File: src/hdl/circle_through_three_points_defines.svh
// Assertion macros for the circle-through-three-points block.
`ifndef CIRCLE_THROUGH_THREE_POINTS_DEFINES_SVH
`define CIRCLE_THROUGH_THREE_POINTS_DEFINES_SVH
`ifndef SYNTHESIS
`define C3P_ASSERT(label, prop, msg) \
    label: assert property (@(posedge i_clk) disable iff (!i_rst_n) prop) else $error(msg);
`define C3P_ASSERT_COMB(label, expr, msg) \
    label: assert property (@(posedge i_clk) disable iff (!i_rst_n) (expr)) else $error(msg);
`else
`define C3P_ASSERT(label, prop, msg)
`define C3P_ASSERT_COMB(label, expr, msg)
`endif
`endif

File: src/hdl/c3p_pkg.sv
// Types and widths shared by the circle-through-three-points pipeline.
package c3p_pkg;
    localparam int COORD_BITS = 10;
    localparam int FRAC_BITS  = 8;

    localparam int DIFF_W     = COORD_BITS + 1;
    localparam int SQ_W       = 2 * COORD_BITS + 2;
    localparam int DEN_W      = 2 * COORD_BITS + 3;
    localparam int NUM_W      = 3 * COORD_BITS + 3;
    localparam int DEN_MAG_W  = DEN_W - 1;
    localparam int NUM_MAG_W  = NUM_W - 1;
    localparam int QUO_W      = NUM_MAG_W + FRAC_BITS;
    localparam int QEXT_W     = (QUO_W > 33) ? QUO_W : 33;
    localparam int ERR_W      = 34;
    localparam int ROOT_W     = 32;
    localparam int SQRT_REM_W = ROOT_W + 2;

    typedef struct packed {
        logic [COORD_BITS-1:0] first_x;
        logic [COORD_BITS-1:0] first_y;
        logic [COORD_BITS-1:0] second_x;
        logic [COORD_BITS-1:0] second_y;
        logic [COORD_BITS-1:0] third_x;
        logic [COORD_BITS-1:0] third_y;
    } t_in_item;

    typedef struct packed {
        logic signed [31:0] center_x;
        logic signed [31:0] center_y;
        logic [31:0]        radius_out;
        logic               collinear;
    } t_out_item;

    typedef struct packed {
        logic                  collinear;
        logic                  neg_x;
        logic                  neg_y;
        logic [DEN_MAG_W-1:0]  den;
        logic [DEN_MAG_W-1:0]  rem_x;
        logic [DEN_MAG_W-1:0]  rem_y;
        logic [QUO_W-1:0]      quo_x;
        logic [QUO_W-1:0]      quo_y;
        logic [COORD_BITS-1:0] x1;
        logic [COORD_BITS-1:0] y1;
    } t_div_stage;

    typedef struct packed {
        logic                  collinear;
        logic                  sat;
        logic signed [31:0]    cx;
        logic signed [31:0]    cy;
        logic [2*ROOT_W-1:0]   n;
        logic [SQRT_REM_W-1:0] rem;
        logic [ROOT_W-1:0]     root;
    } t_sqrt_stage;
endpackage

File: src/hdl/c3p_mid.sv
// Middle pipeline: signed saturation of the center, error vector and squared distance.
module c3p_mid import c3p_pkg::*; (
    input  logic        i_clk,
    input  logic        i_rst_n,
    input  logic        i_en,
    input  logic        i_valid,
    input  t_div_stage  i_stage,
    output logic        o_valid,
    output t_sqrt_stage o_stage
);
    logic r_p_valid, r_q_valid, r_r_valid, r_s_valid;

    // Stage P: apply sign and clamp to the signed 32-bit range.
    logic [QEXT_W-1:0]     w_qx, w_qy;
    logic signed [31:0]    n_cx, n_cy, r_p_cx, r_p_cy;
    logic                  r_p_coll;
    logic [COORD_BITS-1:0] r_p_x1, r_p_y1;

    function automatic logic [31:0] sat_quo(input logic [QEXT_W-1:0] q, input logic neg);
        logic [31:0] v;
        if (!neg) begin
            v = (q > QEXT_W'(32'h7FFF_FFFF)) ? 32'h7FFF_FFFF : q[31:0];
        end else begin
            v = (q > QEXT_W'(33'h0_8000_0000)) ? 32'h8000_0000 : (32'd0 - q[31:0]);
        end
        return v;
    endfunction

    always_comb begin
        w_qx = QEXT_W'(i_stage.quo_x);
        w_qy = QEXT_W'(i_stage.quo_y);
        n_cx = $signed(sat_quo(w_qx, i_stage.neg_x));
        n_cy = $signed(sat_quo(w_qy, i_stage.neg_y));
    end

    always_ff @(posedge i_clk) begin
        if (!i_rst_n) begin
            r_p_valid <= 1'b0;
            r_q_valid <= 1'b0;
            r_r_valid <= 1'b0;
            r_s_valid <= 1'b0;
        end else if (i_en) begin
            r_p_valid <= i_valid;
            r_q_valid <= r_p_valid;
            r_r_valid <= r_q_valid;
            r_s_valid <= r_r_valid;
        end
    end

    // Stage Q: distance components from the fixed-point center to the first point.
    logic signed [ERR_W-1:0] w_ex, w_ey;
    logic [ERR_W-1:0]        w_ax, w_ay;
    logic [31:0]             r_q_ax, r_q_ay;
    logic                    r_q_sat, r_q_coll;
    logic signed [31:0]      r_q_cx, r_q_cy;

    always_comb begin
        w_ex = ERR_W'(r_p_cx) - $signed(ERR_W'(r_p_x1) << FRAC_BITS);
        w_ey = ERR_W'(r_p_cy) - $signed(ERR_W'(r_p_y1) << FRAC_BITS);
        w_ax = w_ex[ERR_W-1] ? ERR_W'(-w_ex) : ERR_W'(w_ex);
        w_ay = w_ey[ERR_W-1] ? ERR_W'(-w_ey) : ERR_W'(w_ey);
    end

    // Stage R: squares. Stage S: sum and overflow.
    logic [63:0]        r_r_a2, r_r_b2;
    logic               r_r_sat, r_r_coll;
    logic signed [31:0] r_r_cx, r_r_cy;
    logic [64:0]        w_sum;
    t_sqrt_stage        n_stage, r_stage;

    always_comb begin
        w_sum             = {1'b0, r_r_a2} + {1'b0, r_r_b2};
        n_stage.collinear = r_r_coll;
        n_stage.sat       = r_r_sat | w_sum[64];
        n_stage.cx        = r_r_cx;
        n_stage.cy        = r_r_cy;
        n_stage.n         = w_sum[63:0];
        n_stage.rem       = '0;
        n_stage.root      = '0;
    end

    always_ff @(posedge i_clk) begin
        if (i_en) begin
            r_p_cx   <= n_cx;
            r_p_cy   <= n_cy;
            r_p_coll <= i_stage.collinear;
            r_p_x1   <= i_stage.x1;
            r_p_y1   <= i_stage.y1;

            r_q_ax   <= w_ax[31:0];
            r_q_ay   <= w_ay[31:0];
            r_q_sat  <= (w_ax[ERR_W-1:32] != '0) || (w_ay[ERR_W-1:32] != '0);
            r_q_coll <= r_p_coll;
            r_q_cx   <= r_p_cx;
            r_q_cy   <= r_p_cy;

            r_r_a2   <= 64'(r_q_ax) * 64'(r_q_ax);
            r_r_b2   <= 64'(r_q_ay) * 64'(r_q_ay);
            r_r_sat  <= r_q_sat;
            r_r_coll <= r_q_coll;
            r_r_cx   <= r_q_cx;
            r_r_cy   <= r_q_cy;

            r_stage  <= n_stage;
        end
    end

    assign o_valid = r_s_valid;
    assign o_stage = r_stage;
endmodule

File: config.mk
export PLATFORM = sky130hd
export DESIGN_NAME = c3p_mid
export DESIGN_NICKNAME = d
export VERILOG_FILES = /design/src/hdl/circle_through_three_points_defines.svh /design/src/hdl/c3p_pkg.sv /design/src/hdl/c3p_mid.sv
export SDC_FILE = /design/constraint.sdc
export NUM_CORES = 2
export LEC_CHECK = 0
export ABC_AREA = 0
export BUFFER_PORTS_ARGS = -buffer_cell sky130_fd_sc_hd__buf_4
export CORE_MARGIN = 3
export CORE_UTILIZATION = 55
export DETAILED_ROUTE_END_ITERATION = 7
export PLACE_DENSITY = 0.82
export SETUP_SLACK_MARGIN = 0.2
export SYNTH_ARGS = -nofsm -noshare
export SYNTH_HDL_FRONTEND = slang
export SYNTH_SLANG_ARGS = --single-unit
File: constraint.sdc
create_clock -name i_clk -period 9.15 [get_ports i_clk]
set_clock_uncertainty 0.15 [all_clocks]
set_input_delay 0.4575 -clock i_clk [delete_from_list [all_inputs] [get_ports i_clk]]
set_output_delay 0.4575 -clock i_clk [all_outputs]
set_load 0.005 [all_outputs]
==> results.txt <==
status: completed
top cells by area, synth: fa_1 38%, edfxtp_1 19%, ha_1 10%
most common cell in the synthesized netlist: inv_1
CTS tree: yes
first-pass GRT wire length: 331000 µm
Total Routed Length: 204000 µm
Avg WL per Cell: 19.3 µm
Post-synth ARST share: 0
Slew Limit Fails: 0
DR pass1 iterations: 6
met1 Track Usage GR: 0.352
DR vias: 58.7k
Mapped Cells: 8155
Worst Hold Class: input port to flop
Final Hold Vio Count: 0
met3 Use GR: 0.0454
FF+latch count, synth: 537
CP max FO: 21
Worst setup EP type: flop
max capacitance violation total: 0
number of I/O pins: 370
Mean Syn Cell Area: 10.2 µm²
Residual DRC: 0
Worst slew margin: 0.247
CP arrival: 8.97 ns
number of flops mapped to enable cells by yosys: 533
ys flop type: edfxtp_1
Die Y: 395 µm
critical path class: flop to flop
Post-DRT Antenna Nets: 0
Synth top cells by count: 2011 x inv_1, 1590 x fa_1, 674 x nand2_1
share of cells above drive strength 1: 0.0800
cell taking the most area after synthesis: fa_1
Die ar.: 0.156 mm²
Worst-Skew Late Latency: 0.69 ns
Worst setup SP type: flop
vias in the first global route: 64.2k
CTS sink cnt: 537
placer congestion estimate: 0.987
H-tree depth: 2
Final TNS setup: 0 ns
top cell type's share of synthesized area: 0.382
CP Buf/Inv Count: 6
CTS Buffer Depth: 3
synth warn: 0
worst path required time: 9.43 ns
via/cell ratio: 5.54
Final min period: 8.69 ns
Final period util: 0.950
fmax: 115 MHz
Die Wd: 395 µm
worst slew pin tran: 1.13 ns
initial core utilization: 0.554
total global-route track usage: 0.266
CTS root buf: clkbuf_16
CP delay by family, top: adder cells
synthesized cell area: 0.0832 mm²
Post-DP HPWL: 168000 µm
grt met2 use: 0.444
Worst path max stage delay: 0.69 ns
antenna violations before repair: 8
R2R Path Start: r_q_ay[9]
unrepaired setup endpoints after global routing: no
distinct cell type count after synthesis: 86
hold path startpoint: i_stage[62]
Final Setup Violations: 0
sequential share of the synthesized area: 0.193
Overflow after GRT: 0
largest net degree at the start of global routing: 175
Crit-path slowest cell: edfxtp_1
Worst Setup SP: r_q_ay[9]
port bufs: 237
P&R area growth vs syn: 9.92%
Nets: 11.0k
clock-pin slew on the worst setup and hold paths: 0.06 ns
FP Rows: 142
total CTS buffers: 61
DRT iter0 DRCs: 4679
Core ar.: 0.150 mm²
most used routing layer in global routing: met2
CP most frequent cell: fa_1
## what timing repair did
| action | in CTS | in global routing |
|---|---|---|
| hold buffers | 70 | 0 |
| hold endpoints to repair | 72 | 0 |
| setup endpoints to repair | 0 | 27 |
| setup buffers | 0 | 64 |
| gates resized for setup | 0 | 4 |
## final cells by class
class | count | area [µm²]
clock inverter | 44 | 463
multi-input combinational | 5327 | 58300
inverter | 2014 | 7560
sequential | 537 | 16100
fill | 11900 | 58600
tap | 2016 | 2520
clock buffer | 70 | 1560
antenna | 3 | 7.51
timing repair buffer | 581 | 4980
## per-stage QoR
stage | setup WS [ns] | hold slack [ns] | cells | util | area (µm²)
floorplan | 0.888 | 0.250 | 8221 | - | 83500
global placement | 0.444 | 0.252 | 10300 | 0.586 | 88000
detailed placement | 0.296 | 0.255 | 10300 | 0.586 | 88000
CTS | 0.244 | 0.00882 | 10500 | 0.604 | 90700
global route | 0.202 | 0.0286 | 10600 | 0.609 | 91500
finish | 0.461 | 0.0559 | 10600 | 0.609 | 91500
## worst paths after layout
check                    end  slack, ns  cells past startpoint
setup reg to reg  r_r_b2[62]       0.46                     26
setup / recovery  r_r_b2[62]       0.46                     26
hold reg to reg   r_r_cx[13]       0.27                      0
hold / removal     r_p_cx[2]       0.06                      3
## per-layer routing
| layer | up-vias | share of wire |
|---|---|---|
| li1 | 25900 | - |
| met1 | 29600 | 0.39 |
| met2 | 2664 | 0.49 |
| met3 | 528 | 0.088 |
| met4 | 4 | 0.037 |
| met5 | - | 0.00013 |
## placed cells by master, fill, tap and decap left out, drive strengths merged, types with 9 or more instances in the layout
cell type    Yosys  final
a31o            28     28
nand4           44     44
a31oi           40     40
o211ai          18     18
or2             23     23
fa            1590   1590
a211oi          13     13
nor2b           47     47
nor2           207    207
a41oi            9      9
a21boi           9      9
dlygate4sd3      0     70
xnor2          220    220
nand3           45     45
a2111oi          9      9
xor2           134    134
o21a            15     15
o21bai          46     46
mux2i           10     10
inv           2012   2019
nand2          674    674
ha             672    672
o21ai          158    158
or4             14     14
a21oi          256    256
clkbuf         267     70
nand2b          23     23
buf             76    511
nor3            55     55
o311ai          39     39
a21o           158    158
clkinv           2     30
nor4            29     29
o211a           16     16
o31ai           26     26
conb             1     67
and2           483    483
edfxtp         533    533
or3             31     31
and3            32     32
## worst reg2reg max path, stage by stage, from the launching register on
cell       delay (ns)
edfxtp_1         0.69
buf_12           0.25
nand2_1          0.15
inv_1            0.11
fa_1             0.46
fa_1             0.55
inv_1            0.08
fa_1             0.55
fa_1             0.52
inv_1            0.06
fa_1             0.55
fa_1             0.42
fa_1             0.52
fa_1             0.42
ha_1             0.38
nand2_1          0.20
nor2_1           0.25
nand2_1          0.10
a2111oi_0        0.47
buf_4            0.25
o211ai_1         0.17
a21o_1           0.28
o311ai_1         0.31
buf_4            0.19
a221o_1          0.16
a21oi_1          0.08
xnor2_1          0.13
## cell families after synthesis
group	Yosys count	share of synthesized area
flops	537	0.193
buf+inv	2357	0.109
mux	13	0.00161
fa+ha+maj	2262	0.483
xor+xnor	354	0.0372
compound gates	894	0.0705
other cells	1	0.0000451
simple gates	1737	0.104
## sequential cells by signal, summed over array words and instances, names as in the netlist, 10 cells and up
register / flops
o_stage: 130
r_p_cx: 32
r_p_cy: 32
r_p_x1: 10
r_p_y1: 10
r_q_ax: 32
r_q_ay: 32
r_q_cx: 31
r_q_cy: 31
r_r_a2: 63
r_r_b2: 63
r_r_cx: 31
r_r_cy: 31
Power is not shown: default switching activity piles up to over one toggle a cycle in this logic, so the estimate is an artifact.
