**config.mk**
```make
export PLATFORM = sky130hd
export DESIGN_NAME = c3p_front
export DESIGN_NICKNAME = d
export VERILOG_FILES = /design/src/hdl/circle_through_three_points_defines.svh /design/src/hdl/c3p_pkg.sv /design/src/hdl/c3p_front.sv
export SDC_FILE = /design/constraint.sdc
export NUM_CORES = 2
export LEC_CHECK = 0
export BUFFER_PORTS_ARGS = -buffer_cell sky130_fd_sc_hd__buf_4
export CORE_ASPECT_RATIO = 1.25
export CORE_MARGIN = 2
export CORE_UTILIZATION = 45
export DETAILED_ROUTE_END_ITERATION = 7
export PLACE_DENSITY = 0.62
export SLEW_MARGIN = 20
export SYNTH_ARGS = -nofsm -noshare
export SYNTH_HDL_FRONTEND = slang
export SYNTH_SLANG_ARGS = --single-unit
```
**constraint.sdc**
```tcl
create_clock -name i_clk -period 10.8 [get_ports i_clk]
set_input_delay 1.08 -clock i_clk [delete_from_list [all_inputs] [get_ports i_clk]]
set_output_delay 1.08 -clock i_clk [all_outputs]
set_load 0.02 [all_outputs]
```
**src/hdl/circle_through_three_points_defines.svh**
```systemverilog
// Assertion macros for the circle-through-three-points block.
`ifndef CIRCLE_THROUGH_THREE_POINTS_DEFINES_SVH
`define CIRCLE_THROUGH_THREE_POINTS_DEFINES_SVH
`ifndef SYNTHESIS
`define C3P_ASSERT(label, prop, msg) \
    label: assert property (@(posedge i_clk) disable iff (!i_rst_n) prop) else $error(msg);
`define C3P_ASSERT_COMB(label, expr, msg) \
    label: assert property (@(posedge i_clk) disable iff (!i_rst_n) (expr)) else $error(msg);
`else
`define C3P_ASSERT(label, prop, msg)
`define C3P_ASSERT_COMB(label, expr, msg)
`endif
`endif

```
**src/hdl/c3p_pkg.sv**
```systemverilog
// Types and widths shared by the circle-through-three-points pipeline.
package c3p_pkg;
    localparam int COORD_BITS = 10;
    localparam int FRAC_BITS  = 8;

    localparam int DIFF_W     = COORD_BITS + 1;
    localparam int SQ_W       = 2 * COORD_BITS + 2;
    localparam int DEN_W      = 2 * COORD_BITS + 3;
    localparam int NUM_W      = 3 * COORD_BITS + 3;
    localparam int DEN_MAG_W  = DEN_W - 1;
    localparam int NUM_MAG_W  = NUM_W - 1;
    localparam int QUO_W      = NUM_MAG_W + FRAC_BITS;
    localparam int QEXT_W     = (QUO_W > 33) ? QUO_W : 33;
    localparam int ERR_W      = 34;
    localparam int ROOT_W     = 32;
    localparam int SQRT_REM_W = ROOT_W + 2;

    typedef struct packed {
        logic [COORD_BITS-1:0] first_x;
        logic [COORD_BITS-1:0] first_y;
        logic [COORD_BITS-1:0] second_x;
        logic [COORD_BITS-1:0] second_y;
        logic [COORD_BITS-1:0] third_x;
        logic [COORD_BITS-1:0] third_y;
    } t_in_item;

    typedef struct packed {
        logic signed [31:0] center_x;
        logic signed [31:0] center_y;
        logic [31:0]        radius_out;
        logic               collinear;
    } t_out_item;

    typedef struct packed {
        logic                  collinear;
        logic                  neg_x;
        logic                  neg_y;
        logic [DEN_MAG_W-1:0]  den;
        logic [DEN_MAG_W-1:0]  rem_x;
        logic [DEN_MAG_W-1:0]  rem_y;
        logic [QUO_W-1:0]      quo_x;
        logic [QUO_W-1:0]      quo_y;
        logic [COORD_BITS-1:0] x1;
        logic [COORD_BITS-1:0] y1;
    } t_div_stage;

    typedef struct packed {
        logic                  collinear;
        logic                  sat;
        logic signed [31:0]    cx;
        logic signed [31:0]    cy;
        logic [2*ROOT_W-1:0]   n;
        logic [SQRT_REM_W-1:0] rem;
        logic [ROOT_W-1:0]     root;
    } t_sqrt_stage;
endpackage

```
**src/hdl/c3p_front.sv**
```systemverilog
// Front pipeline: edge vectors, squared norms, cross products and dividend setup.
module c3p_front import c3p_pkg::*; (
    input  logic       i_clk,
    input  logic       i_rst_n,
    input  logic       i_en,
    input  logic       i_valid,
    input  t_in_item   i_item,
    output logic       o_valid,
    output t_div_stage o_stage
);
    logic r_a_valid, r_b_valid, r_c_valid;

    // Stage A
    logic signed [DIFF_W-1:0] n_dx2, n_dy2, n_dx3, n_dy3;
    logic signed [SQ_W-1:0]   n_s2, n_s3;
    logic [SQ_W-1:0]          w_q1, w_q2, w_q3;
    logic signed [DIFF_W-1:0] r_dx2, r_dy2, r_dx3, r_dy3;
    logic signed [SQ_W-1:0]   r_s2, r_s3;
    logic [COORD_BITS-1:0]    r_a_x1, r_a_y1;

    always_comb begin
        n_dx2 = $signed({1'b0, i_item.second_x}) - $signed({1'b0, i_item.first_x});
        n_dy2 = $signed({1'b0, i_item.second_y}) - $signed({1'b0, i_item.first_y});
        n_dx3 = $signed({1'b0, i_item.third_x}) - $signed({1'b0, i_item.first_x});
        n_dy3 = $signed({1'b0, i_item.third_y}) - $signed({1'b0, i_item.first_y});
        w_q1  = SQ_W'(i_item.first_x) * SQ_W'(i_item.first_x)
              + SQ_W'(i_item.first_y) * SQ_W'(i_item.first_y);
        w_q2  = SQ_W'(i_item.second_x) * SQ_W'(i_item.second_x)
              + SQ_W'(i_item.second_y) * SQ_W'(i_item.second_y);
        w_q3  = SQ_W'(i_item.third_x) * SQ_W'(i_item.third_x)
              + SQ_W'(i_item.third_y) * SQ_W'(i_item.third_y);
        n_s2  = $signed(w_q2 - w_q1);
        n_s3  = $signed(w_q3 - w_q1);
    end

    always_ff @(posedge i_clk) begin
        if (!i_rst_n) begin
            r_a_valid <= 1'b0;
            r_b_valid <= 1'b0;
            r_c_valid <= 1'b0;
        end else if (i_en) begin
            r_a_valid <= i_valid;
            r_b_valid <= r_a_valid;
            r_c_valid <= r_b_valid;
        end
    end

    always_ff @(posedge i_clk) begin
        if (i_en) begin
            r_dx2  <= n_dx2;
            r_dy2  <= n_dy2;
            r_dx3  <= n_dx3;
            r_dy3  <= n_dy3;
            r_s2   <= n_s2;
            r_s3   <= n_s3;
            r_a_x1 <= i_item.first_x;
            r_a_y1 <= i_item.first_y;
        end
    end

    // Stage B: all six products in parallel.
    logic signed [DEN_W-1:0] r_pd_a, r_pd_b;
    logic signed [NUM_W-1:0] r_px_a, r_px_b, r_py_a, r_py_b;
    logic [COORD_BITS-1:0]   r_b_x1, r_b_y1;

    always_ff @(posedge i_clk) begin
        if (i_en) begin
            r_pd_a <= DEN_W'(r_dx2) * DEN_W'(r_dy3);
            r_pd_b <= DEN_W'(r_dx3) * DEN_W'(r_dy2);
            r_px_a <= NUM_W'(r_s2) * NUM_W'(r_dy3);
            r_px_b <= NUM_W'(r_s3) * NUM_W'(r_dy2);
            r_py_a <= NUM_W'(r_dx2) * NUM_W'(r_s3);
            r_py_b <= NUM_W'(r_dx3) * NUM_W'(r_s2);
            r_b_x1 <= r_a_x1;
            r_b_y1 <= r_a_y1;
        end
    end

    // Stage C: denominator, numerators, signs and magnitudes.
    logic signed [DEN_W-1:0] w_cross, w_den;
    logic signed [NUM_W-1:0] w_num_x, w_num_y, w_abs_x, w_abs_y, w_abs_d;
    t_div_stage              n_stage, r_stage;

    always_comb begin
        w_cross = r_pd_a - r_pd_b;
        w_den   = w_cross <<< 1;
        w_num_x = r_px_a - r_px_b;
        w_num_y = r_py_a - r_py_b;
        w_abs_x = w_num_x[NUM_W-1] ? -w_num_x : w_num_x;
        w_abs_y = w_num_y[NUM_W-1] ? -w_num_y : w_num_y;
        w_abs_d = NUM_W'(w_den[DEN_W-1] ? -w_den : w_den);
        n_stage.collinear = (w_cross == '0);
        n_stage.neg_x     = w_num_x[NUM_W-1] ^ w_den[DEN_W-1];
        n_stage.neg_y     = w_num_y[NUM_W-1] ^ w_den[DEN_W-1];
        n_stage.den       = w_abs_d[DEN_MAG_W-1:0];
        n_stage.rem_x     = '0;
        n_stage.rem_y     = '0;
        n_stage.quo_x     = QUO_W'(w_abs_x[NUM_MAG_W-1:0]) << FRAC_BITS;
        n_stage.quo_y     = QUO_W'(w_abs_y[NUM_MAG_W-1:0]) << FRAC_BITS;
        n_stage.x1        = r_b_x1;
        n_stage.y1        = r_b_y1;
    end

    always_ff @(posedge i_clk) begin
        if (i_en) begin
            r_stage <= n_stage;
        end
    end

    assign o_valid = r_c_valid;
    assign o_stage = r_stage;
endmodule

```
==> results.md <==
- R2R Path Start: r_dy2[2]
- Num ports: 234
- DIE AREA: 185300 µm²
- Worst Max-Slew Pin Slew: 1.194 ns
- Synth unique cells: 94
- Vias per cell: 5.129
- Synth Cell Area: 81830 µm²
- Post-synthesis simple-gate area fraction: 0.1316
- Worst Skew: 0.03272 ns
- R2R Path End: r_px_b[32]
- Die height: 480.8 µm
- Seq/Total Area, Yosys: 0.1519
- R2R setup slack: 3.49 ns
- Clock Tree Root: clkbuf_16
- CTS max path bufs: 3
- Slew headroom: 0.2043
- Yosys top cell area share: 0.3775
- Failing checks: setup timing
- Number of global-route vias before repair: 61850
- Post-synthesis xor/xnor area fraction: 0.04555
- Largest net degree at the start of global routing: 139
- DP HPWL: 167300 µm
- Mux contribution to synthesized area: 0.001774
- Share of layout cells above drive strength 1: 0.08164
- Synth area leader: fa_1
- Fmax: 92.47 MHz
- Antenna-violating nets left: 0
- WHS Endpoint: r_b_y1[6]
- Syn_area_per_cell: 9.754 µm²
- Initial antenna violation count: 8
- H-tree levels: 2
- Port Buffers: 172
- TritonCTS Buffers: 52
- Endpoints failing setup: 1
- Worst setup EP type: flip-flop
- Crit path required time: 11.21 ns
- Final-report hold violation count: 0
- CP dominant cell by count: fa_1
- Routed WL per cell: 18.51 µm
- Die width: 385.4 µm
- FFs w/ async S/R, synth: 0
- Routability cong.: 0.8991
- Pre-CTS WS: -0.9356 ns
- Ys Warns: 0
- Compound-Gate Fraction of Synth Area: 0.06373
- RSZ-0062 raised after global routing: true
- Worst-Skew Late Latency: 0.70 ns
- First-pass GRT wire length: 331700 µm
- Grt total ovfl: 0
- Worst hold path type: reg2reg
- CTS tree: done
- GRT Util Overall: 0.2287
- CORE AREA: 181300 µm²
- Design Area, Final: 89630 µm²
- Hold Buf Count CTS: 0
- Predominant post-synthesis flop cell: edfxtp_1
- Adder and majority gate portion of the synthesized area: 0.4983
- Slowest CP cell: fa_2
- Hold path cells: 0
- Hold Path Origin: r_a_y1[6]
- Area contributors post-synth: fa_1 38%, edfxtp_1 15%, ha_1 12%
- Drt drc: 0
- Detailed Route WL: 205000 µm
- Sink Count: 415
- Post-synth EDFFs: 412
- Post-route minimum period: 10.81 ns
- Worst path max stage delay: 0.58 ns
- Routed via count: 56820
- Layout fillers: 16870
- Clk slew on worst S/H paths: 0.07 ns
- WS Path Type: in2reg
- Fin nets: 11040
- Placed cell areas: 87300 µm²
- Crit start category: input pin
- Rows: 175
- Drt pass-1 iters: 6
- Layout area overhead: 9.535%
- Outcome: complete, but fails checks
- Initial Util: 0.4514
- Initial drt markers: 2752
- Fin crit share: 1.001
- Final Core Density: 0.4944
- Max-slew violations: 0
- Main combinational cell family by area after synthesis: adder cells
- Crit path DAT: 11.23 ns
- Crit-path max FO: 4
- Post-Syn Instances: 8390
- Commonest cells post-synth: 1934 x inv_1, 1543 x fa_1, 797 x nand2_1
- MaxCap Viol Count: 0
- Reg2Reg Depth: 22
- #FFs+latches synth: 415
- Count leader, synth: inv_1
- Setup ws final: -0.01403 ns
## registers in the layout, indices dropped and copies added, names as in the netlist
signal and count:
r_py_b 33, r_a_valid 1, o_stage 108, r_dx3 11
r_b_valid 1, r_s3 22, r_dy3 11, r_px_b 33
r_dx2 11, r_dy2 11, r_py_a 33, r_b_x1 10
r_b_y1 10, r_s2 22, r_a_x1 10, r_pd_b 22
r_pd_a 22, o_valid 1, r_px_a 33, r_a_y1 10
## logic make-up (layout without fill, tap and decap cells)
| family | after synthesis | count (layout) |
|---|---|---|
| fa+ha+maj | 2333 | 2333 |
| flops | 415 | 415 |
| simple gates | 2143 | 2143 |
| mux | 14 | 14 |
| compound gates | 793 | 793 |
| buf+inv | 2268 | 2503 |
| other cells | 1 | 64 |
| xor+xnor | 423 | 423 |
## through the flow
step,cells,hold WS [ns],TNS [ns]
after CTS,11060,0.4200,0
after global routing,11080,0.4261,-1.376
after global placement,10970,0.4018,-11.06
after floorplan,8450,0.4003,-0.2523
final,11080,0.4187,-0.01403
after detailed placement,10970,0.4045,-11.19
## cells in the final DEF, fill, tap and decap left out, types with 17 or more instances in the layout
| cell | instances |
|---|---|
| a211oi_1 | 22 |
| a21o_1 | 141 |
| a21oi_1 | 194 |
| a31oi_1 | 26 |
| and2_1 | 665 |
| and3_1 | 34 |
| buf_4 | 456 |
| clkbuf_16 | 52 |
| conb_1 | 61 |
| edfxtp_1 | 412 |
| fa_1 | 1538 |
| ha_1 | 768 |
| ha_4 | 21 |
| inv_1 | 1913 |
| inv_2 | 17 |
| nand2_1 | 792 |
| nand2b_1 | 146 |
| nand3_1 | 56 |
| nor2_1 | 244 |
| nor2b_1 | 47 |
| nor3_1 | 44 |
| o21a_1 | 39 |
| o21ai_0 | 151 |
| o21bai_1 | 29 |
| o31ai_1 | 23 |
| or3_1 | 24 |
| xnor2_1 | 301 |
| xor2_1 | 112 |
## what timing repair did
item	in CTS	in global routing
pin swaps	2	53
resized for setup	6	94
setup endpoints to repair	6	13
gates cloned	0	0
buffers inserted	2	13
## worst max-delay path by stage
| stage | end | cells past startpoint | startpoint | slack (ns) |
|---|---|---|---|---|
| finish | r_s2[21] | 36 | i_item[54] | -0.01 |
| global route | r_s2[21] | 36 | i_item[54] | -0.28 |
| CTS | r_s2[21] | 36 | i_item[57] | 0.02 |
| detailed placement | r_s2[21] | 35 | i_item[54] | -0.94 |
| global placement | r_s2[21] | 35 | i_item[54] | -0.87 |
| floorplan | r_s2[21] | 34 | i_item[54] | -0.16 |
## worst max-delay path: cells and delay by family
kind | cells | cell delay [ns]
and+or+nand+nor | 1 | 0.05
buffers and inverters | 9 | 0.65
adders and majority gates | 16 | 7.53
xor gates and xnor gates | 2 | 0.24
AOI/OAI and AO/OA | 8 | 1.66
## cell type report
cell class	instances	area [µm²]	share of cell area
multi-input combinational	5767	61490	0.6860
sequential	415	12430	0.1387
clock inverter	35	406.6	0.004537
clock buffer	58	1324	0.01477
timing repair buffer	473	3696	0.04123
antenna	3	7.507	0.00008375
inverter	1937	7292	0.08135
tap	2389	2989	0.03335
## metal layers
layer	GRT usage	vias to the layer above	part of all wire
met2	0.4114	1263	0.52
li1	-	26060	-
met5	0	-	0.00028
met3	0.02886	380	0.046
met1	0.2752	29110	0.39
met4	0.09293	8	0.047
Power is not shown: default switching activity piles up to over one toggle a cycle in this logic, so the estimate is an artifact.
