## config.mk

```make
export PLATFORM = sky130hd
export DESIGN_NAME = c3p_sqrt_cell
export DESIGN_NICKNAME = d
export VERILOG_FILES = /design/src/hdl/circle_through_three_points_defines.svh /design/src/hdl/c3p_pkg.sv /design/src/hdl/c3p_sqrt_cell.sv
export SDC_FILE = /design/constraint.sdc
export NUM_CORES = 1
export LEC_CHECK = 0
export BUFFER_PORTS_ARGS = -buffer_cell sky130_fd_sc_hd__buf_4
export CORE_AREA = 2 2 155 157
export CTS_BUF_LIST = sky130_fd_sc_hd__clkbuf_4
export CTS_CLUSTER_DIAMETER = 60
export DETAILED_ROUTE_END_ITERATION = 8
export DIE_AREA = 0 0 157 159
export SYNTH_ARGS = -nofsm -noshare
export SYNTH_HDL_FRONTEND = slang
export SYNTH_SLANG_ARGS = --single-unit
```

## constraint.sdc

```tcl
create_clock -name i_clk -period 6.35 [get_ports i_clk]
set_clock_uncertainty 0.1 [all_clocks]
set_input_delay 0.635 -clock i_clk [delete_from_list [all_inputs] [get_ports i_clk]]
set_output_delay 0.635 -clock i_clk [all_outputs]
set_load 0.03 [all_outputs]
```

## src/hdl/circle_through_three_points_defines.svh

```systemverilog
// Assertion macros for the circle-through-three-points block.
`ifndef CIRCLE_THROUGH_THREE_POINTS_DEFINES_SVH
`define CIRCLE_THROUGH_THREE_POINTS_DEFINES_SVH
`ifndef SYNTHESIS
`define C3P_ASSERT(label, prop, msg) \
    label: assert property (@(posedge i_clk) disable iff (!i_rst_n) prop) else $error(msg);
`define C3P_ASSERT_COMB(label, expr, msg) \
    label: assert property (@(posedge i_clk) disable iff (!i_rst_n) (expr)) else $error(msg);
`else
`define C3P_ASSERT(label, prop, msg)
`define C3P_ASSERT_COMB(label, expr, msg)
`endif
`endif

```

## src/hdl/c3p_pkg.sv

```systemverilog
// Types and widths shared by the circle-through-three-points pipeline.
package c3p_pkg;
    localparam int COORD_BITS = 10;
    localparam int FRAC_BITS  = 8;

    localparam int DIFF_W     = COORD_BITS + 1;
    localparam int SQ_W       = 2 * COORD_BITS + 2;
    localparam int DEN_W      = 2 * COORD_BITS + 3;
    localparam int NUM_W      = 3 * COORD_BITS + 3;
    localparam int DEN_MAG_W  = DEN_W - 1;
    localparam int NUM_MAG_W  = NUM_W - 1;
    localparam int QUO_W      = NUM_MAG_W + FRAC_BITS;
    localparam int QEXT_W     = (QUO_W > 33) ? QUO_W : 33;
    localparam int ERR_W      = 34;
    localparam int ROOT_W     = 32;
    localparam int SQRT_REM_W = ROOT_W + 2;

    typedef struct packed {
        logic [COORD_BITS-1:0] first_x;
        logic [COORD_BITS-1:0] first_y;
        logic [COORD_BITS-1:0] second_x;
        logic [COORD_BITS-1:0] second_y;
        logic [COORD_BITS-1:0] third_x;
        logic [COORD_BITS-1:0] third_y;
    } t_in_item;

    typedef struct packed {
        logic signed [31:0] center_x;
        logic signed [31:0] center_y;
        logic [31:0]        radius_out;
        logic               collinear;
    } t_out_item;

    typedef struct packed {
        logic                  collinear;
        logic                  neg_x;
        logic                  neg_y;
        logic [DEN_MAG_W-1:0]  den;
        logic [DEN_MAG_W-1:0]  rem_x;
        logic [DEN_MAG_W-1:0]  rem_y;
        logic [QUO_W-1:0]      quo_x;
        logic [QUO_W-1:0]      quo_y;
        logic [COORD_BITS-1:0] x1;
        logic [COORD_BITS-1:0] y1;
    } t_div_stage;

    typedef struct packed {
        logic                  collinear;
        logic                  sat;
        logic signed [31:0]    cx;
        logic signed [31:0]    cy;
        logic [2*ROOT_W-1:0]   n;
        logic [SQRT_REM_W-1:0] rem;
        logic [ROOT_W-1:0]     root;
    } t_sqrt_stage;
endpackage

```

## src/hdl/c3p_sqrt_cell.sv

```systemverilog
// Square root cell: one root bit from the next two bits of the squared distance.
module c3p_sqrt_cell import c3p_pkg::*; (
    input  logic        i_clk,
    input  logic        i_rst_n,
    input  logic        i_en,
    input  logic        i_valid,
    input  t_sqrt_stage i_stage,
    output logic        o_valid,
    output t_sqrt_stage o_stage
);
    logic                    r_valid;
    t_sqrt_stage             n_stage, r_stage;
    logic [SQRT_REM_W+1:0]   w_trial, w_sub;
    logic                    w_bit;

    always_comb begin
        w_trial = {i_stage.rem, i_stage.n[2*ROOT_W-1 -: 2]};
        w_sub   = (SQRT_REM_W+2)'({i_stage.root, 2'b01});
        w_bit   = (w_trial >= w_sub);
        n_stage = i_stage;
        n_stage.rem  = w_bit ? SQRT_REM_W'(w_trial - w_sub) : SQRT_REM_W'(w_trial);
        n_stage.root = {i_stage.root[ROOT_W-2:0], w_bit};
        n_stage.n    = {i_stage.n[2*ROOT_W-3:0], 2'b00};
    end

    always_ff @(posedge i_clk) begin
        if (!i_rst_n) begin
            r_valid <= 1'b0;
        end else if (i_en) begin
            r_valid <= i_valid;
        end
    end

    always_ff @(posedge i_clk) begin
        if (i_en) begin
            r_stage <= n_stage;
        end
    end

    assign o_valid = r_valid;
    assign o_stage = r_stage;
endmodule

```

==> results of run 1 <==
-- logic make-up (layout without fill, tap and decap cells) --
logic type	after synthesis	after routing	synth area share (%)
flip-flops	195	195	70.96
XOR/XNOR	28	28	2.977
AND/OR/NAND/NOR	113	113	6.698
AO/OA/AOI/OAI	129	129	10.48
multiplexers	7	7	0.8961
other	1	3	0.04552
buffers and inverters	56	470	2.779
adder cells (fa/ha/maj)	34	34	5.164
-- flip-flops by register name, indices dropped and copies added, names as in the netlist --
signal	count
o_stage	194
o_valid	1
-- cells in the final DEF, fill, tap and decap left out, types with 2 or more instances in the layout --
cell type	count
a21boi_0	2
a21o_1	21
a21oi_1	26
a311oi_4	2
a31o_1	2
a31oi_1	5
and2_1	6
and3_1	9
buf_4	396
clkbuf_4	17
clkinv_8	5
conb_1	2
edfxtp_1	194
ha_1	34
inv_1	41
inv_12	2
inv_6	5
inv_8	2
mux2_1	3
mux2i_1	4
nand2_1	48
nand2b_1	6
nand3_1	4
nand4_1	7
nor2_1	14
nor2b_1	3
nor3_1	8
o211ai_1	3
o21a_2	2
o21ai_0	12
o21ai_1	31
o221ai_1	2
o31a_1	2
o31ai_1	3
o41ai_1	3
xnor2_1	12
xor2_1	16
-- layer usage --
| layer | track usage, % | vias up |
|---|---|---|
| li1 | - | 2919 |
| met1 | 22.39 | 2962 |
| met2 | 35.89 | 237 |
| met3 | 6.886 | 24 |
| met4 | 6.714 | 0 |
| met5 | 0 | - |
-- area by class of cell --
cell class              instances  area [um^2]  area share [%]
clock inverters                14        180.2           1.518
well taps                     319        399.1           3.363
clock buffers                  17        127.6           1.075
diodes                          1        2.502         0.02109
flip-flops and latches        195         5846           49.26
repair buffers                397         2987           25.17
inverters                      42        157.7           1.328
multi-input cells             313         2168           18.27
-- metrics by stage --
| stage | total power [uW] | hold WS, ns | utilization [%] | setup WS (ns) | instances |
|---|---|---|---|---|---|
| after floorplan | 2069 | 0.5404 | - | 3.233 | 564 |
| after global placement | 2440 | 0.4047 | 49.83 | 2.526 | 1266 |
| after detailed placement | 2448 | 0.4135 | 49.83 | 2.472 | 1266 |
| after CTS | 3158 | 0.03142 | 51.16 | 3.153 | 1297 |
| after global routing | 3247 | 0.02778 | 51.17 | 2.904 | 1298 |
| final | 3114 | 0.07744 | 51.17 | 3.136 | 1298 |
-- power by group through the flow --
stage          Combinational, uW  Clock (uW)  Sequential [uW]
3_5_place_dp                 828           0             1620
5_1_grt                      872         772             1600
4_1_cts                      830         736             1590
6_report                     821         703             1590
2_1_floorplan                203           0             1870
3_3_place_gp                 822           0             1620
-- path summary, 6_finish.rpt --
check / slack, ns / to / from / cells past startpoint
min reg2reg: 0.43 / o_valid$_SDFFE_PN0P_ / o_valid$_SDFFE_PN0P_ / 2
max reg2reg: 5.66 / o_valid$_SDFFE_PN0P_ / o_valid$_SDFFE_PN0P_ / 2
max: 3.14 / o_stage[35]$_DFFE_PP_ / i_stage[7] / 10
min: 0.08 / o_stage[165]$_DFFE_PP_ / i_stage[165] / 1
-- critical path: cells and delay by family --
kind	cells	cell delay (ns)
AO/OA/AOI/OAI	5	1.45
buffers and inverters	3	0.60
multiplexers	1	0.37
adder cells (fa/ha/maj)	1	0.37
==> impl_results.md, run 1 <==
* Synth Warn # at 0
* Max clock buf depth at 2
* Antenna violations before repair at 1
* Fraction of registers with async set/reset at 0%
* Post-CTS Setup Bufs at 0
* LEAKAGE at around 0.0052 uW
* RePlAce Congestion at approximately 0.86
* EDFF count, synth at 194
* Die H at 159 um
* TritonCTS Buffers at 17
* Slew @ Worst Pin at approximately 0.89 ns
* Unrepaired setup endpoints after global routing: no
* Via count of the first global-routing pass at around 6000
* Final worst path period share at approximately half
* Port Buffer Count at 394
* Total GRT Usage at just over 20%
* CP Cell Sequence: buf_4, inv_1, ha_1, a21o_1, o41ai_1, o211ai_1, a211oi_1, o21a_2, buf_4, mux2_1
* Synth top area share at 70.72%
* Result of the run: completed
* Initial cell density of the core at around 36%
* Worst Path Max Fanout at 52
* Max-Cap Viols at 0
* Top cells by area, synth: edfxtp_1, ha_1, nand2_1
* CTS sink cnt at between 150 and 200
* Clk root buf: clkbuf_4
* Met2 Wirelength at between 10000 and 15000 um
* Metal3 WL at 2329 um
* Max Used Layer: met4
* Top cell type by total area after synthesis: edfxtp_1
* Post-DP HPWL at between 20000 and 25000 um
* DRT Pass-1 Iters at 4
* Final Hold Viols at 0
* Setup-failing EPs final at 0
* Int Power at between 2000 and 2500 uW
* Post-synthesis register bit count at about 200
* Worst Setup Start Kind: primary input
* Seq pwr share at between 50% and 60%
* Crit path largest cell delay at between 0.4 and 0.5 ns
* Most frequent cells after synthesis: edfxtp_1, nand2_1, inv_1, ha_1, o21ai_1
* Met1 WL at a little under 10000 um
* VDD IR max at approximately 0.11 mV
* Hold crit path type: in2reg
* Ports at approximately 400
* Worst path arrival time at 3.47 ns
* Largest net degree at the start of global routing at 108
* Setup_tns at 0 ns
* Final-layout fill cell count at 2046
* First-pass GRT wire length at around 37000 um
* Dpl cell area at roughly 12000 um^2
* PwrDens at approximately 260 nW/um^2
* Via count at slightly above 6000
* Clock power share at between 20% and 30%
* Std-Cell Rows at 56
* Req. time, crit path at 6.60 ns
* WL/cell at between 15 and 20 um
* Global route overflow at 0
* Total wire length at 25790 um
* Share of cells above drive strength 1 at 44.79%
* TritonCTS clock tree: built
* Slowest CP cell: buf_4
* Top-count cell post-synth: edfxtp_1
* Combinational share of power at 26.4%
* Design Area, Final at 11870 um^2
* Die Span X at around 160 um
* Prevailing post-synth register cell: edfxtp_1
* Clk slew on worst S/H paths at 0.21 ns
* Post-route ant nets at 0
* Cells after Synth at about 560
* Net switching power at about 1000 uW
* Post-synthesis sequential area ratio at a little over 70%
* Crit end category: flip-flop
* Final net count at 1200
* Die ar. at around 25000 um^2
* Post-CTS Hold Buffers at 0
* Initial DRC Count at 455
* Pins Over Slew Limit at 0
* Switching Share at 33.53%
* Slew HR at between 40% and 50%
* Minimum clock period at around 3.2 ns
* Netlist cell types at slightly below 60
* Mapped Avg Cell Area at roughly 15 um^2
* CP Class: in2reg
* Mapped Area at 8238 um^2
* Drt via density at around 4.7
* Drt drc at 0
* Most used cell, CP: buf_4
* Area growth from synthesis to layout at 44.06%
* Post-cts resize count at 0
* Core area at roughly 23000 um^2
* Worst skew pair latency at ~0.57 ns
* H-tree depth reported by CTS at 4
* Max Fclk at 0.3111 GHz
Power figures use the tool's default switching activity.
==> inputs of run 2 (changes only) <==
--- a/config.mk
+++ b/config.mk
@@ -11,6 +11,7 @@
 export CTS_CLUSTER_DIAMETER = 60
 export DETAILED_ROUTE_END_ITERATION = 8
 export DIE_AREA = 0 0 157 159
+export PLACE_DENSITY = 0.66
 export SYNTH_ARGS = -nofsm -noshare
 export SYNTH_HDL_FRONTEND = slang
 export SYNTH_SLANG_ARGS = --single-unit
==> constraint.sdc (replaced) <==
create_clock -name i_clk -period 2.7 [get_ports i_clk]
set_clock_uncertainty 0.1 [all_clocks]
set_input_delay 0.27 -clock i_clk [delete_from_list [all_inputs] [get_ports i_clk]]
set_output_delay 0.27 -clock i_clk [all_outputs]
set_load 0.03 [all_outputs]
==> run 2 against run 1 <==
The run now ends with setup timing left. Combinational power rose to 2.9 times the previous value. First-iteration DRC count is 17% lower. Worst setup slack got worse by 3.1 ns. Non-clock buffer count grew 271. Sequential share of layout area shrank 9.5 points. Critical endpoint is now o_stage[58]$_DFFE_PP_. Global-route usage is 3.8 points higher. Highest routed layer is now met5. Count of clock-buffer cells in the layout up 1. Clock power rose by 140%. Worst hold slack worse by 0.011 ns. Register-to-register slack lost 4.3 ns. Sequential cell count stayed put. Final cell count grew 21%.
==> impl_results.md, run 2 (synthesis results as in run 1) <==
* CTS sink cnt at 195 (unchanged)
* Worst Path Max Fanout at 4 (was 52)
* Met2 Wirelength at 15620 um (was 13280 um)
* Clk slew on worst S/H paths at 0.18 ns (was 0.21 ns)
* Most frequent cells in the layout: buf_4, edfxtp_1, dlygate4sd3_1, nand2_1, inv_1 (was buf_4, edfxtp_1, nand2_1, inv_1, ha_1)
* Initial cell density of the core at 35.52% (unchanged)
* Area growth from synthesis to layout at 78.45% (was 44.06%)
* Hold crit path type: in2reg (unchanged)
* Global route overflow at 0 (unchanged)
* Largest net degree at the start of global routing at 60 (was 108)
* CP Class: in2reg (unchanged)
* Antenna violations before repair at 6 (was 1)
* Total GRT Usage at 23.93% (was 20.17%)
* Final Hold Viols at 0 (unchanged)
* Post-DP HPWL at 21080 um (was 20210 um)
* Setup-failing EPs final at 1 (was 0)
* Max Fclk at approximately 0.37 GHz
* Final worst path period share at 100.3%
* Max-Cap Viols at 0 (unchanged)
* Met1 WL at 12160 um (was 9608 um)
* TritonCTS clock tree: built (unchanged)
* Slew @ Worst Pin at 0.5122 ns (was 0.8878 ns)
* Via count of the first global-routing pass at 7570 (was 6038)
* Failing checks: setup timing
* Slew HR at 65.86% (was 40.81%)
* Minimum clock period at roughly 2.7 ns
* DRT Pass-1 Iters at 5 (was 4)
* Ports at 397 (unchanged)
* Post-route ant nets at 0 (unchanged)
* Req. time, crit path at 2.96 ns (was 6.60 ns)
* Most common cell after layout, fill and taps aside: buf_4 (unchanged)
* H-tree depth reported by CTS at 4 (unchanged)
* Std-Cell Rows at 56 (unchanged)
* Share of cells above drive strength 1 at 43.20% (was 44.79%)
* Die Span X at 157 um (unchanged)
* Clk root buf: clkbuf_4 (unchanged)
* Setup_tns at -0.008491 ns (was 0 ns)
* Result of the run: finished with violations (was completed)
* Initial DRC Count at 379 (was 455)
* Drt via density at 4.696 (was 4.732)
* Die H at 159 um (unchanged)
* Max clock buf depth at 2 (unchanged)
* R2r setup slk at 1.36 ns (was 5.66 ns)
* Post-layout worst setup margin at -0.008491 ns (was 3.136 ns)
* Worst Setup Start Kind: primary input (unchanged)
* Via count at 7392 (was 6142)
* LEAKAGE at 0.006425 uW (was 0.005167 uW)
* WL/cell at 19.74 um (was 19.87 um)
* Die ar. at 24960 um^2 (unchanged)
* First-pass GRT wire length at 44280 um (was 37200 um)
* Metal3 WL at 2084 um (was 2329 um)
* Worst skew pair latency at 0.57 ns (about the same)
* VDD IR max at 0.3005 mV (was 0.1072 mV)
* Pre-CTS setup slack at -0.2702 ns (was 2.472 ns)
* Max Used Layer: met5 (was met4)
* Worst path arrival time at 2.97 ns (was 3.47 ns)
* Total wire length at 31070 um (was 25790 um)
* Pins Over Slew Limit at 0 (unchanged)
* Core area at 23190 um^2 (unchanged)
* Largest register FFs at 194 (unchanged)
* Port Buffer Count at 394 (unchanged)
* Crit end category: flip-flop (unchanged)
* RePlAce Congestion at 0.8552 (was 0.8553)
* Drt drc at 0 (unchanged)
* Final net count at 1471 (was 1200)
* PwrDens at 534.7 nW/um^2 (was 262.4 nW/um^2)
* TritonCTS Buffers at 17 (unchanged)
run 2: cell types whose count changed in the layout (fill, tap and decap cells not counted), moves of 4 or more:
cell / previous run / this run
dlygate4sd3_1: 0 / 193
buf_4: 396 / 460
ha_1: 34 / 27
ha_4: 0 / 6
buf_12: 0 / 5
buf_6: 0 / 4
diode_2: 1 / 5
inv_1: 41 / 37
run 2: area by class of cell:
| class | count | area, um^2 |
|---|---|---|
| antenna | 5 | 12.51 |
| clock buffer | 18 | 135.1 |
| clock inverter | 14 | 177.7 |
| fill | 1748 | 8492 |
| inverter | 42 | 160.2 |
| multi-input combinational | 313 | 2349 |
| sequential | 195 | 5846 |
| tap | 319 | 399.1 |
| timing repair buffer | 668 | 5622 |
run 2: metal layers:
| layer | track usage, % | up-vias |
|---|---|---|
| li1 | - | 3473 |
| met1 | 27.60 | 3563 |
| met2 | 41.91 | 298 |
| met3 | 6.070 | 56 |
| met4 | 10.18 | 2 |
| met5 | 0 | - |
run 2: worst paths after layout:
path                             start                     to  depth (start not counted)
setup / recovery            i_stage[1]  o_stage[58]$_DFFE_PP_                         12
hold / removal             i_stage[34]  o_stage[36]$_DFFE_PP_                          3
setup reg to reg  o_valid$_SDFFE_PN0P_   o_valid$_SDFFE_PN0P_                          3
hold reg to reg   o_valid$_SDFFE_PN0P_   o_valid$_SDFFE_PN0P_                          3
run 2: per-stage QoR:
stage / power (uW) / hold WS, ns / instances / utilization [%] / cell area (um^2)
after floorplan: 4867 / 0.2689 / 564 / - / 8245
after global placement: 5876 / 0.3482 / 1336 / 52.26 / 12120
after detailed placement: 5896 / 0.3493 / 1336 / 52.26 / 12120
after CTS: 7815 / 0.03458 / 1563 / 62.03 / 14390
after global routing: 8163 / 0.04868 / 1572 / 63.36 / 14700
final: 7860 / 0.06673 / 1574 / 63.38 / 14700
run 2: power by group:
group | switching (uW) | total, uW | internal, uW
Combinational | 1320 | 2420 | 1100
Sequential | 96.7 | 3760 | 3660
Clock | 1220 | 1680 | 461
Total | 2640 | 7860 | 5220
run 2: timing repair:
action | CTS | global route
buffers inserted | 0 | 6
endpoints found under the hold margin | 194 | 1
endpoints found under the setup margin | 0 | 34
gates resized for setup | 0 | 44
hold buffers | 195 | 1
run 2: critical path, cell delays in order:
cell           delay, ns
dlygate4sd3_1       0.53
buf_4               0.13
inv_1               0.10
ha_4                0.23
o211a_1             0.22
o31a_1              0.14
o21a_2              0.24
a311oi_4            0.31
o21ai_2             0.14
a311oi_4            0.32
mux2i_1             0.14
a31o_1              0.20
